## config.mk

```make
export PLATFORM = sky130hd
export DESIGN_NAME = padded_rgb_row_crop_top
export DESIGN_NICKNAME = d
export VERILOG_FILES = /design/src/rtl/prc_pkg.sv /design/src/rtl/prc_cfg.sv /design/src/rtl/prc_front.sv /design/src/rtl/prc_out.sv /design/src/rtl/padded_rgb_row_crop_top.sv
export SDC_FILE = /design/constraint.sdc
export NUM_CORES = 1
export LEC_CHECK = 0
export BUFFER_PORTS_ARGS = -buffer_cell sky130_fd_sc_hd__clkbuf_2
export CAP_MARGIN = 5
export CORE_MARGIN = 5
export CORE_UTILIZATION = 35
export CTS_CLUSTER_DIAMETER = 120
export DETAILED_ROUTE_END_ITERATION = 6
export PLACE_DENSITY = 0.54
export SETUP_SLACK_MARGIN = 0.3
export SKIP_CTS_REPAIR_TIMING = 1
export SLEW_MARGIN = 10
export SYNTH_ARGS = -nofsm -noshare
export SYNTH_HDL_FRONTEND = slang
export SYNTH_SLANG_ARGS = --single-unit
```

## constraint.sdc

```tcl
create_clock -name aclk -period 9.1 [get_ports aclk]
set_input_delay 1.82 -clock aclk [delete_from_list [all_inputs] [get_ports aclk]]
set_output_delay 1.82 -clock aclk [all_outputs]
set_load 0.05 [all_outputs]
```

## src/rtl/prc_pkg.sv

```systemverilog
package prc_pkg;

    // field and counter widths
    localparam int CFG_W       = 13;
    localparam int REG_IDX_W   = 3;
    localparam int BYTE_W      = 8;
    localparam int ROW_BYTES_W = 15;
    localparam int ROW_W       = 13;
    localparam int PAD_W       = 2;

    // default image size limits
    localparam int DEF_MAX_WIDTH  = 4096;
    localparam int DEF_MAX_HEIGHT = 4096;

    // register indexes
    localparam logic [REG_IDX_W-1:0] REG_SOURCE_WIDTH  = 3'd0;
    localparam logic [REG_IDX_W-1:0] REG_SOURCE_HEIGHT = 3'd1;
    localparam logic [REG_IDX_W-1:0] REG_CROP_WIDTH    = 3'd2;
    localparam logic [REG_IDX_W-1:0] REG_CROP_HEIGHT   = 3'd3;

    typedef enum logic [1:0] {
        ST_OK           = 2'd0,
        ST_NOT_POSITIVE = 2'd1,
        ST_TOO_LARGE    = 2'd2
    } status_t;

    // geometry derived from the registers
    typedef struct packed {
        status_t                  status;
        logic [ROW_BYTES_W-1:0]   row_last_byte;
        logic [ROW_BYTES_W-1:0]   kept_last_byte;
        logic [PAD_W-1:0]         pad_count;
        logic [ROW_W-1:0]         first_row;
        logic [ROW_W-1:0]         last_row;
    } geom_t;

    // one result word plus the padding still owed after it
    typedef struct packed {
        logic [BYTE_W-1:0]        data;
        logic                     last_row_end;
        logic [PAD_W-1:0]         pad_left;
        status_t                  status;
    } word_t;

endpackage

```

## src/rtl/prc_cfg.sv

```systemverilog
module prc_cfg #(
    parameter int MAX_WIDTH  = prc_pkg::DEF_MAX_WIDTH,
    parameter int MAX_HEIGHT = prc_pkg::DEF_MAX_HEIGHT
) (
    input  logic                           aclk,
    input  logic                           aresetn,
    input  logic                           cfg_wr_en,
    input  logic [prc_pkg::REG_IDX_W-1:0]  cfg_addr,
    input  logic [prc_pkg::CFG_W-1:0]      cfg_wdata,
    output logic                           cnt_clear,
    output prc_pkg::geom_t                 geom
);
    import prc_pkg::*;

    logic [CFG_W-1:0]       src_w_reg, src_h_reg, crop_w_reg, crop_h_reg;
    logic [CFG_W-1:0]       src_w_next, src_h_next, crop_w_next, crop_h_next;
    geom_t                  geom_reg, geom_next;
    logic [CFG_W-1:0]       sw_c, sh_c;
    logic [ROW_BYTES_W-1:0] row_sum, row_bytes, kept;

    // register writes
    always_comb begin
        src_w_next  = src_w_reg;
        src_h_next  = src_h_reg;
        crop_w_next = crop_w_reg;
        crop_h_next = crop_h_reg;
        cnt_clear   = 1'b0;
        if (cfg_wr_en) begin
            unique case (cfg_addr)
                REG_SOURCE_WIDTH: begin
                    src_w_next = cfg_wdata;
                    cnt_clear  = 1'b1;
                end
                REG_SOURCE_HEIGHT: begin
                    src_h_next = cfg_wdata;
                    cnt_clear  = 1'b1;
                end
                REG_CROP_WIDTH: begin
                    crop_w_next = cfg_wdata;
                    cnt_clear   = 1'b1;
                end
                REG_CROP_HEIGHT: begin
                    crop_h_next = cfg_wdata;
                    cnt_clear   = 1'b1;
                end
                default: begin
                    cnt_clear = 1'b0;
                end
            endcase
        end
    end

    // clamp source size and derive row geometry
    always_comb begin
        sw_c = (32'(src_w_reg) > MAX_WIDTH)  ? CFG_W'(MAX_WIDTH)  : src_w_reg;
        sh_c = (32'(src_h_reg) > MAX_HEIGHT) ? CFG_W'(MAX_HEIGHT) : src_h_reg;
        row_sum   = {1'b0, sw_c, 1'b0} + {2'b00, sw_c} + ROW_BYTES_W'(3);
        row_bytes = {row_sum[ROW_BYTES_W-1:2], 2'b00};
        kept      = {1'b0, crop_w_reg, 1'b0} + {2'b00, crop_w_reg};

        geom_next.row_last_byte  = row_bytes - ROW_BYTES_W'(1);
        geom_next.kept_last_byte = kept - ROW_BYTES_W'(1);
        geom_next.pad_count      = 2'd0 - kept[1:0];
        geom_next.first_row      = sh_c - crop_h_reg;
        geom_next.last_row       = sh_c - ROW_W'(1);

        if (crop_w_reg == '0 || crop_h_reg == '0) begin
            geom_next.status = ST_NOT_POSITIVE;
        end else if (crop_w_reg > sw_c || crop_h_reg > sh_c) begin
            geom_next.status = ST_TOO_LARGE;
        end else begin
            geom_next.status = ST_OK;
        end
    end

    always_ff @(posedge aclk) begin
        if (!aresetn) begin
            src_w_reg  <= CFG_W'(1);
            src_h_reg  <= CFG_W'(1);
            crop_w_reg <= CFG_W'(1);
            crop_h_reg <= CFG_W'(1);
        end else begin
            src_w_reg  <= src_w_next;
            src_h_reg  <= src_h_next;
            crop_w_reg <= crop_w_next;
            crop_h_reg <= crop_h_next;
        end
    end

    // derived geometry, registered from the configuration registers
    always_ff @(posedge aclk) begin
        geom_reg <= geom_next;
    end

    assign geom = geom_reg;

endmodule

```

## src/rtl/prc_front.sv

```systemverilog
module prc_front (
    input  logic                          aclk,
    input  logic                          aresetn,
    input  logic                          s_valid,
    output logic                          s_ready,
    input  logic [prc_pkg::BYTE_W-1:0]    s_source_byte,
    input  prc_pkg::geom_t                geom,
    input  logic                          cnt_clear,
    input  logic                          out_free,
    output logic                          job_load,
    output prc_pkg::word_t                job
);
    import prc_pkg::*;

    logic                   a_valid_reg, a_valid_next;
    logic [BYTE_W-1:0]      a_byte_reg;
    logic [ROW_BYTES_W-1:0] col_reg, col_next;
    logic [ROW_W-1:0]       row_reg, row_next;
    logic                   keep, row_end, emit, a_go;

    // decide what the held byte gives
    always_comb begin
        row_end = (col_reg == geom.kept_last_byte);
        keep    = (row_reg >= geom.first_row) && (col_reg <= geom.kept_last_byte);
        if (geom.status != ST_OK) begin
            emit             = 1'b1;
            job.data         = '0;
            job.last_row_end = 1'b0;
            job.pad_left     = '0;
        end else begin
            emit             = keep;
            job.data         = a_byte_reg;
            job.last_row_end = row_end && (row_reg == geom.last_row);
            job.pad_left     = row_end ? geom.pad_count : '0;
        end
        job.status = geom.status;
        a_go       = a_valid_reg && (!emit || out_free);
        job_load   = a_go && emit;
        s_ready    = !a_valid_reg || a_go;
    end

    // source position counters
    always_comb begin
        col_next = col_reg;
        row_next = row_reg;
        if (cnt_clear) begin
            col_next = '0;
            row_next = '0;
        end else if (a_go && geom.status == ST_OK) begin
            if (col_reg >= geom.row_last_byte) begin
                col_next = '0;
                row_next = (row_reg >= geom.last_row) ? '0 : row_reg + ROW_W'(1);
            end else begin
                col_next = col_reg + ROW_BYTES_W'(1);
            end
        end
    end

    assign a_valid_next = s_ready ? s_valid : a_valid_reg;

    always_ff @(posedge aclk) begin
        if (!aresetn) begin
            a_valid_reg <= 1'b0;
            col_reg     <= '0;
            row_reg     <= '0;
        end else begin
            a_valid_reg <= a_valid_next;
            col_reg     <= col_next;
            row_reg     <= row_next;
        end
    end

    // input word register
    always_ff @(posedge aclk) begin
        if (s_valid && s_ready) begin
            a_byte_reg <= s_source_byte;
        end
    end

endmodule

```

## src/rtl/prc_out.sv

```systemverilog
module prc_out (
    input  logic                          aclk,
    input  logic                          aresetn,
    input  logic                          job_load,
    input  prc_pkg::word_t                job,
    output logic                          out_free,
    output logic                          m_valid,
    input  logic                          m_ready,
    output logic [prc_pkg::BYTE_W-1:0]    m_result_byte,
    output logic                          m_end_of_image,
    output logic [1:0]                    m_status
);
    import prc_pkg::*;

    logic  b_valid_reg, b_valid_next;
    word_t word_reg, word_next;

    assign out_free = !b_valid_reg || (m_ready && word_reg.pad_left == '0);

    // result register: data word, then zero padding words
    always_comb begin
        b_valid_next = b_valid_reg;
        word_next    = word_reg;
        if (job_load) begin
            b_valid_next = 1'b1;
            word_next    = job;
        end else if (b_valid_reg && m_ready) begin
            if (word_reg.pad_left == '0) begin
                b_valid_next = 1'b0;
            end else begin
                word_next.data     = '0;
                word_next.pad_left = word_reg.pad_left - PAD_W'(1);
            end
        end
    end

    always_ff @(posedge aclk) begin
        if (!aresetn) begin
            b_valid_reg <= 1'b0;
        end else begin
            b_valid_reg <= b_valid_next;
        end
    end

    always_ff @(posedge aclk) begin
        word_reg <= word_next;
    end

    assign m_valid        = b_valid_reg;
    assign m_result_byte  = word_reg.data;
    assign m_end_of_image = word_reg.last_row_end && (word_reg.pad_left == '0);
    assign m_status       = word_reg.status;

endmodule

```

## src/rtl/padded_rgb_row_crop_top.sv

```systemverilog
// Streaming crop of a bottom-up 24-bit image: takes one padded source byte
// per cycle while s_ready is high and passes the top crop_height rows, each
// cut to crop_width pixels and re-padded with zero bytes to a multiple of
// four; with invalid registers each byte gives a zero word and the error
// status. A kept byte waits in the input register while the result register
// still sends a word or its padding bytes (0 to 3); the result register
// sends one word per cycle while m_ready is high. Register writes reach the
// geometry through its register and restart the image at the first byte.
module padded_rgb_row_crop_top #(
    parameter int MAX_WIDTH  = prc_pkg::DEF_MAX_WIDTH,
    parameter int MAX_HEIGHT = prc_pkg::DEF_MAX_HEIGHT
) (
    input  logic                           aclk,
    input  logic                           aresetn,
    input  logic                           cfg_wr_en,
    input  logic [prc_pkg::REG_IDX_W-1:0]  cfg_addr,
    input  logic [prc_pkg::CFG_W-1:0]      cfg_wdata,
    input  logic                           s_valid,
    output logic                           s_ready,
    input  logic [prc_pkg::BYTE_W-1:0]     s_source_byte,
    output logic                           m_valid,
    input  logic                           m_ready,
    output logic [prc_pkg::BYTE_W-1:0]     m_result_byte,
    output logic                           m_end_of_image,
    output logic [1:0]                     m_status
);
    import prc_pkg::*;

    geom_t geom;
    word_t job;
    logic  cnt_clear, out_free, job_load;

    // registers and derived geometry
    prc_cfg #(
        .MAX_WIDTH  (MAX_WIDTH),
        .MAX_HEIGHT (MAX_HEIGHT)
    ) u_cfg (
        .aclk      (aclk),
        .aresetn   (aresetn),
        .cfg_wr_en (cfg_wr_en),
        .cfg_addr  (cfg_addr),
        .cfg_wdata (cfg_wdata),
        .cnt_clear (cnt_clear),
        .geom      (geom)
    );

    // input register, position counters and keep decision
    prc_front u_front (
        .aclk          (aclk),
        .aresetn       (aresetn),
        .s_valid       (s_valid),
        .s_ready       (s_ready),
        .s_source_byte (s_source_byte),
        .geom          (geom),
        .cnt_clear     (cnt_clear),
        .out_free      (out_free),
        .job_load      (job_load),
        .job           (job)
    );

    // result register with padding
    prc_out u_out (
        .aclk           (aclk),
        .aresetn        (aresetn),
        .job_load       (job_load),
        .job            (job),
        .out_free       (out_free),
        .m_valid        (m_valid),
        .m_ready        (m_ready),
        .m_result_byte  (m_result_byte),
        .m_end_of_image (m_end_of_image),
        .m_status       (m_status)
    );

`ifndef SYNTHESIS
    // end of image only on good words
    a_eoi_ok: assert property (@(posedge aclk) disable iff (!aresetn)
        m_valid && m_end_of_image |-> m_status == ST_OK)
        else $error("end of image flagged on an error word");

    // error words carry a zero byte
    a_err_zero: assert property (@(posedge aclk) disable iff (!aresetn)
        m_valid && m_status != ST_OK |-> m_result_byte == '0)
        else $error("error word with non-zero byte");

    // a fresh word enters the result register only when it was free
    a_no_overrun: assert property (@(posedge aclk) disable iff (!aresetn)
        job_load |-> out_free)
        else $error("result register overwritten");
`endif

endmodule
```

### Yosys cells after proc, flatten, opt, wreduce, memory -nomap -nowiden

Cells that the tools add are included.
W data, S select, Z words.

| storage, ports and cells | value |
|---|---|
| word-level logic and storage cells | 98 |
| input port bits | 29 |
| flip-flop bits (word level) | 163 |
| output and inout bits | 13 |

| cells by class | value |
|---|---|
| equal/unequal tests | 6 |
| $add $sub $neg | 11 |
| bitwise gates (word level) | 1 |
| mux-type cells | 19 |
| reductions and logical operators | 34 |
| magnitude comparators | 8 |

Operators by type and width:

| operator | count |
|---|---|
| $mux W13 | 3 |
| $add A14 B13 Y15 | 2 |
| $sub A15 B1 Y15 const B | 2 |
| $ge A13 B13 Y1 | 2 |
| $gt A13 B13 Y1 | 2 |
| $gt A13 B13 Y1 const B | 2 |
| $logic_not A13 Y1 | 2 |
| $mux W8 | 3 |
| $add A15 B1 Y15 const B | 1 |
| $add A15 B2 Y15 const B | 1 |
| $eq A15 B15 Y1 | 1 |
| $ge A15 B15 Y1 | 1 |
| $le A15 B15 Y1 | 1 |
| $mux W15 | 1 |
| $reduce_and A2 Y1 | 7 |
| $add A13 B1 Y13 const B | 1 |
| $eq A13 B13 Y1 | 1 |
| $sub A13 B1 Y13 const B | 1 |
| $sub A13 B13 Y13 | 1 |
| $mux W11 | 1 |
| $mux W2 | 5 |
| $logic_and A1 B1 Y1 | 9 |
| $eq A3 B2 Y1 const B | 2 |
| $mux W1 | 6 |
| other kinds (12) | 21 |

### Depth between registers and ports, before layout

| depth | value |
|---|---|
| depth in word-level cells | 9 |
| mapped depth | 14 |
| depth with buffers taken out | 14 |

### Modules after synthesis

From an unflattened synthesis, not the netlist that was laid out.

| second synthesis, totals | value |
|---|---|
| cell total of the unflattened synthesis | 1,275 |
| area, all modules | 10,692.8 µm² |

By module, submodules not included:

| module | area an instance (µm²) | instances | seq. area each (µm²) | cells an instance |
|---|---|---|---|---|
| prc_cfg | 6,602.6 | 1 | 2,202.1 | 809 |
| prc_front | 3,460.8 | 1 | 820.8 | 418 |
| prc_out | 629.4 | 1 | 410.4 | 48 |

### Worst setup path after synthesis

OpenSTA, ideal clock, no wires.

| timing path | value |
|---|---|
| kind | register to output |
| start | register u_front.row_reg[0] |
| end | output port s_ready |
| data required time | 7.280 ns |
| path slack | 3.879 ns |
| path buffers | 0 |
| arrival | 3.401 ns |
| stages on the path, launching flop included | 10 |
| path through | dfxtp_1 -> inv_1 -> ha_1 -> nand2b_1 -> a31oi_1 -> o21a_1 -> a21oi_1 -> nor3_1 -> nor2_1 -> o311ai_0 |

| between the ends | value |
|---|---|
| cells in the longest elaborated chain, start to end | 7 |

Ends and longest elaborated chain:

| what | RTL line | source |
|---|---|---|
| start, declared | prc_front.sv:18 | `logic [ROW_W-1:0] row_reg, row_next;` |
| start signal, assigned | prc_front.sv:69 | `row_reg <= row_next;` |
| $ge A13 B13 Y1 | prc_front.sv:24 | `keep = (row_reg >= geom.first_row) && (col_reg <= geom.kept_last_byte);` |
| $logic_and A1 B1 Y1 | prc_front.sv:24 |  |
| $mux W1 | prc_front.sv:25 | `if (geom.status != ST_OK) begin` |
| $logic_not A1 Y1 | prc_front.sv:37 | `a_go = a_valid_reg && (!emit \|\| out_free);` |
| $logic_or A1 B1 Y1 | prc_front.sv:37 |  |
| $logic_and A1 B1 Y1 | prc_front.sv:37 |  |
| $logic_or A1 B1 Y1 | prc_front.sv:39 | `s_ready = !a_valid_reg \|\| a_go;` |
| end, declared | padded_rgb_row_crop_top.sv:19 | `output logic s_ready,` |

No other way between the ends.

### Worst setup path in the final report

Same ends and word-level chain as after synthesis.

==> impl_metrics.tcl <==
set metrics [dict create \
    clk_pin_slew_ps 80 \
    final_cells 1619 \
    antennaDiodeCount 0 \
    grt_max_degree 57 \
    start_util_pct 35.4 \
    synth_cell_types 71 \
    crit_required_ps 7280 \
    place_area_sq_um 10700 \
    ant_nets 0 \
    wl_microns 23200 \
    cts_max_level 4 \
    yosys.area_share.xor_xnor_pct 5.61 \
    io_pins 42 \
    finalSetupViolations 0 \
    finalInstanceArea_sq_um 11300 \
    clock_skew_ps 21.7 \
    max_freq_mhz 197 \
    hold_viol 0 \
    synth_edf_count 21 \
    overflow 0 \
    yosysWarnings 0 \
    register_area_sq_um 3430 \
    synthArstFlopShare_pct 0 \
    antenna_found_initial 0 \
    fin_crit_ps 5070 \
    end_kind "output port" \
    postLayoutCoreUtil_pct 39.3 \
    layout_common_cells "170 x nand2_1, 140 x dfxtp_1, 129 x ha_1, 121 x inv_1, 66 x nor2_1" \
    cp.arrival_ps 3250 \
    postSynthNetCount 1356 \
    slew_headroom_pct 35.1 \
    clockBufferDepth 2 \
    path_max_fanout 11 \
    yosysSeqAreaShare_pct 33.8 \
    worstSkewPairLatency_ps 440 \
    syn_inst 1196 \
    drv_cap 0 \
    chipHeight_microns 180 \
    muxShareOfSynthArea_pct 0.727 \
    start_kind "flop" \
    vias_per_cell 4.94 \
    synth_ff_type "dfxtp_1" \
    fin_tns_setup_ps 0 \
    final_layout_size_suffix_gt1_share_pct 8.42 \
    dpl.hpwl_microns 18000 \
    tightest_slew_ps 974 \
    wire_per_inst_microns 14.3 \
    rows 62 \
    root_buffer "clkbuf_16" \
    placed_cells 1587 \
    rsz0062_at_grt "no" \
    clock_sinks 161 \
    final_common_cell "nand2_1" \
    drv_slew 0 \
    area_growth_syn_to_layout_pct 11.1 \
    synth_area_sq_um 10200 \
    path_class "reg -> out" \
    power_density_nw_per_um2 158 \
    num_vias 8002 \
    cts_made_buffers 17 \
    status "complete, no violations" \
    synth_fa_ha_area_share_pct 16.3 \
    fin_crit_sh_pct 55.8 \
    synth-compound-area-share_pct 17.2 \
    fill_cells 2993 \
    place_congestion 0.789 \
    drtPass1Iterations 5 \
    drc_errors 0 \
    grtUsageTotal_pct 14.1 \
    io_buffers 41 \
    ir_drop_uv 114 \
    cts_tree "built" \
    multi_input_area_sq_um 6080 \
    power.leakage_nw 4.90 \
    fp.coreArea_sq_um 28700 \
    final_nets 1382 \
    drt_iter0_markers 364 \
    hp-class "reg -> reg" \
    largest_reg_flops 58 \
    grt_pass1_wl_microns 38400 \
    synthSimpleGateAreaFrac_pct 20.0 \
    synth_seq_cells 161 \
    die_w_microns 180 \
    synth_top_family_by_area "simple AND/OR/NAND/NOR gates" \
    synth_area_per_cell_sq_um 8.49 \
    grt_pass1_vias 7555 \
    die-area_sq_um 32500 \
    timing.hold.ws_ps 468 \
]
synth_stat cells (6+ instances only):
cell       count  share of area, %
xor2_1        33               2.8
nor2b_1       27               1.7
clkbuf_1      28               1.0
a211oi_1       6              0.44
dfxtp_1      140                28
a211o_1        6              0.52
nand3_1       31               1.5
nand4_1       14              0.86
nor3_1        18              0.89
o211ai_1       8              0.59
a21oi_1       44               2.2
xnor2_1       32               2.8
o21a_1        11              0.81
nor2_1        66               2.4
edfxtp_1      21               6.2
o21ai_0       46               2.3
o31ai_1        6              0.44
inv_1        121               4.5
buf_4         10              0.74
or2_2         10              0.62
ha_1         129                16
or3_1         12              0.74
and2_1        10              0.62
and3_1        24               1.5
o2111ai_1     10              0.86
nand2b_1       7              0.43
nand2_1      170               6.3
a21boi_0      52               3.8
a21o_1        14               1.0
nor4_1         6              0.37
per-stage QoR:
step,power [mW],setup WS [ps]
after floorplan,1.02,3880
after global placement,1.10,4630
after detailed placement,1.10,4500
after CTS,1.80,4010
after global routing,1.87,3780
final,1.78,4030
report_power, final:
group | internal [mW] | total [mW] | switching (mW)
logic | 0.107 | 0.286 | 0.179
registers | 0.773 | 0.795 | 0.0221
clock network | 0.371 | 0.697 | 0.326
total | 1.25 | 1.78 | 0.527
final timing paths:
| path | from | end | slack [ps] | cells past startpoint |
|---|---|---|---|---|
| setup / recovery | u_front.row_reg[0] | s_ready | 4030 | 10 |
| setup reg to reg | u_cfg.src_w_reg[12] | u_cfg.geom[57] | 4930 | 13 |
| hold reg to reg | u_cfg.crop_h_reg[4] | u_cfg.crop_h_reg[4] | 470 | 2 |
| hold / removal | u_cfg.crop_h_reg[4] | u_cfg.crop_h_reg[4] | 470 | 2 |
per-layer routing:
layer / track usage [%] / wire (microns)
met5: 0 / 0
met2: 20.8 / 9490
met4: 4.08 / 422
met3: 2.79 / 872
met1: 20.9 / 12400
logic make-up (layout without fill, tap and decap cells):
kind of cell             count (synthesis)  in the layout
AO/OA/AOI/OAI                          252            252
XOR/XNOR                                65             65
adder cells (fa/ha/maj)                131            131
buffers and inverters                  161            200
flip-flops                             161            161
multiplexers                             7              7
AND/OR/NAND/NOR                        419            419
cell type report:
| class | instances | area share (%) |
|---|---|---|
| timing repair buffer | 47 | 2.22 |
| tap | 384 | 4.26 |
| sequential | 161 | 30.5 |
| multi-input combinational | 874 | 54.0 |
| clock inverter | 14 | 1.19 |
| clock buffer | 18 | 3.90 |
| inverter | 121 | 4.03 |
critical path, cell delays in order (launching register included):
cell and delay [ps]:
dfxtp_1 420, inv_1 100, ha_1 270, nand2b_1 140, a31oi_1 180, o21a_1 150
a21oi_1 120, nor3_1 300, nor2_1 230, o311ai_0 550, clkbuf_2 380
No activity file was read; power rests on OpenSTA's default activity.
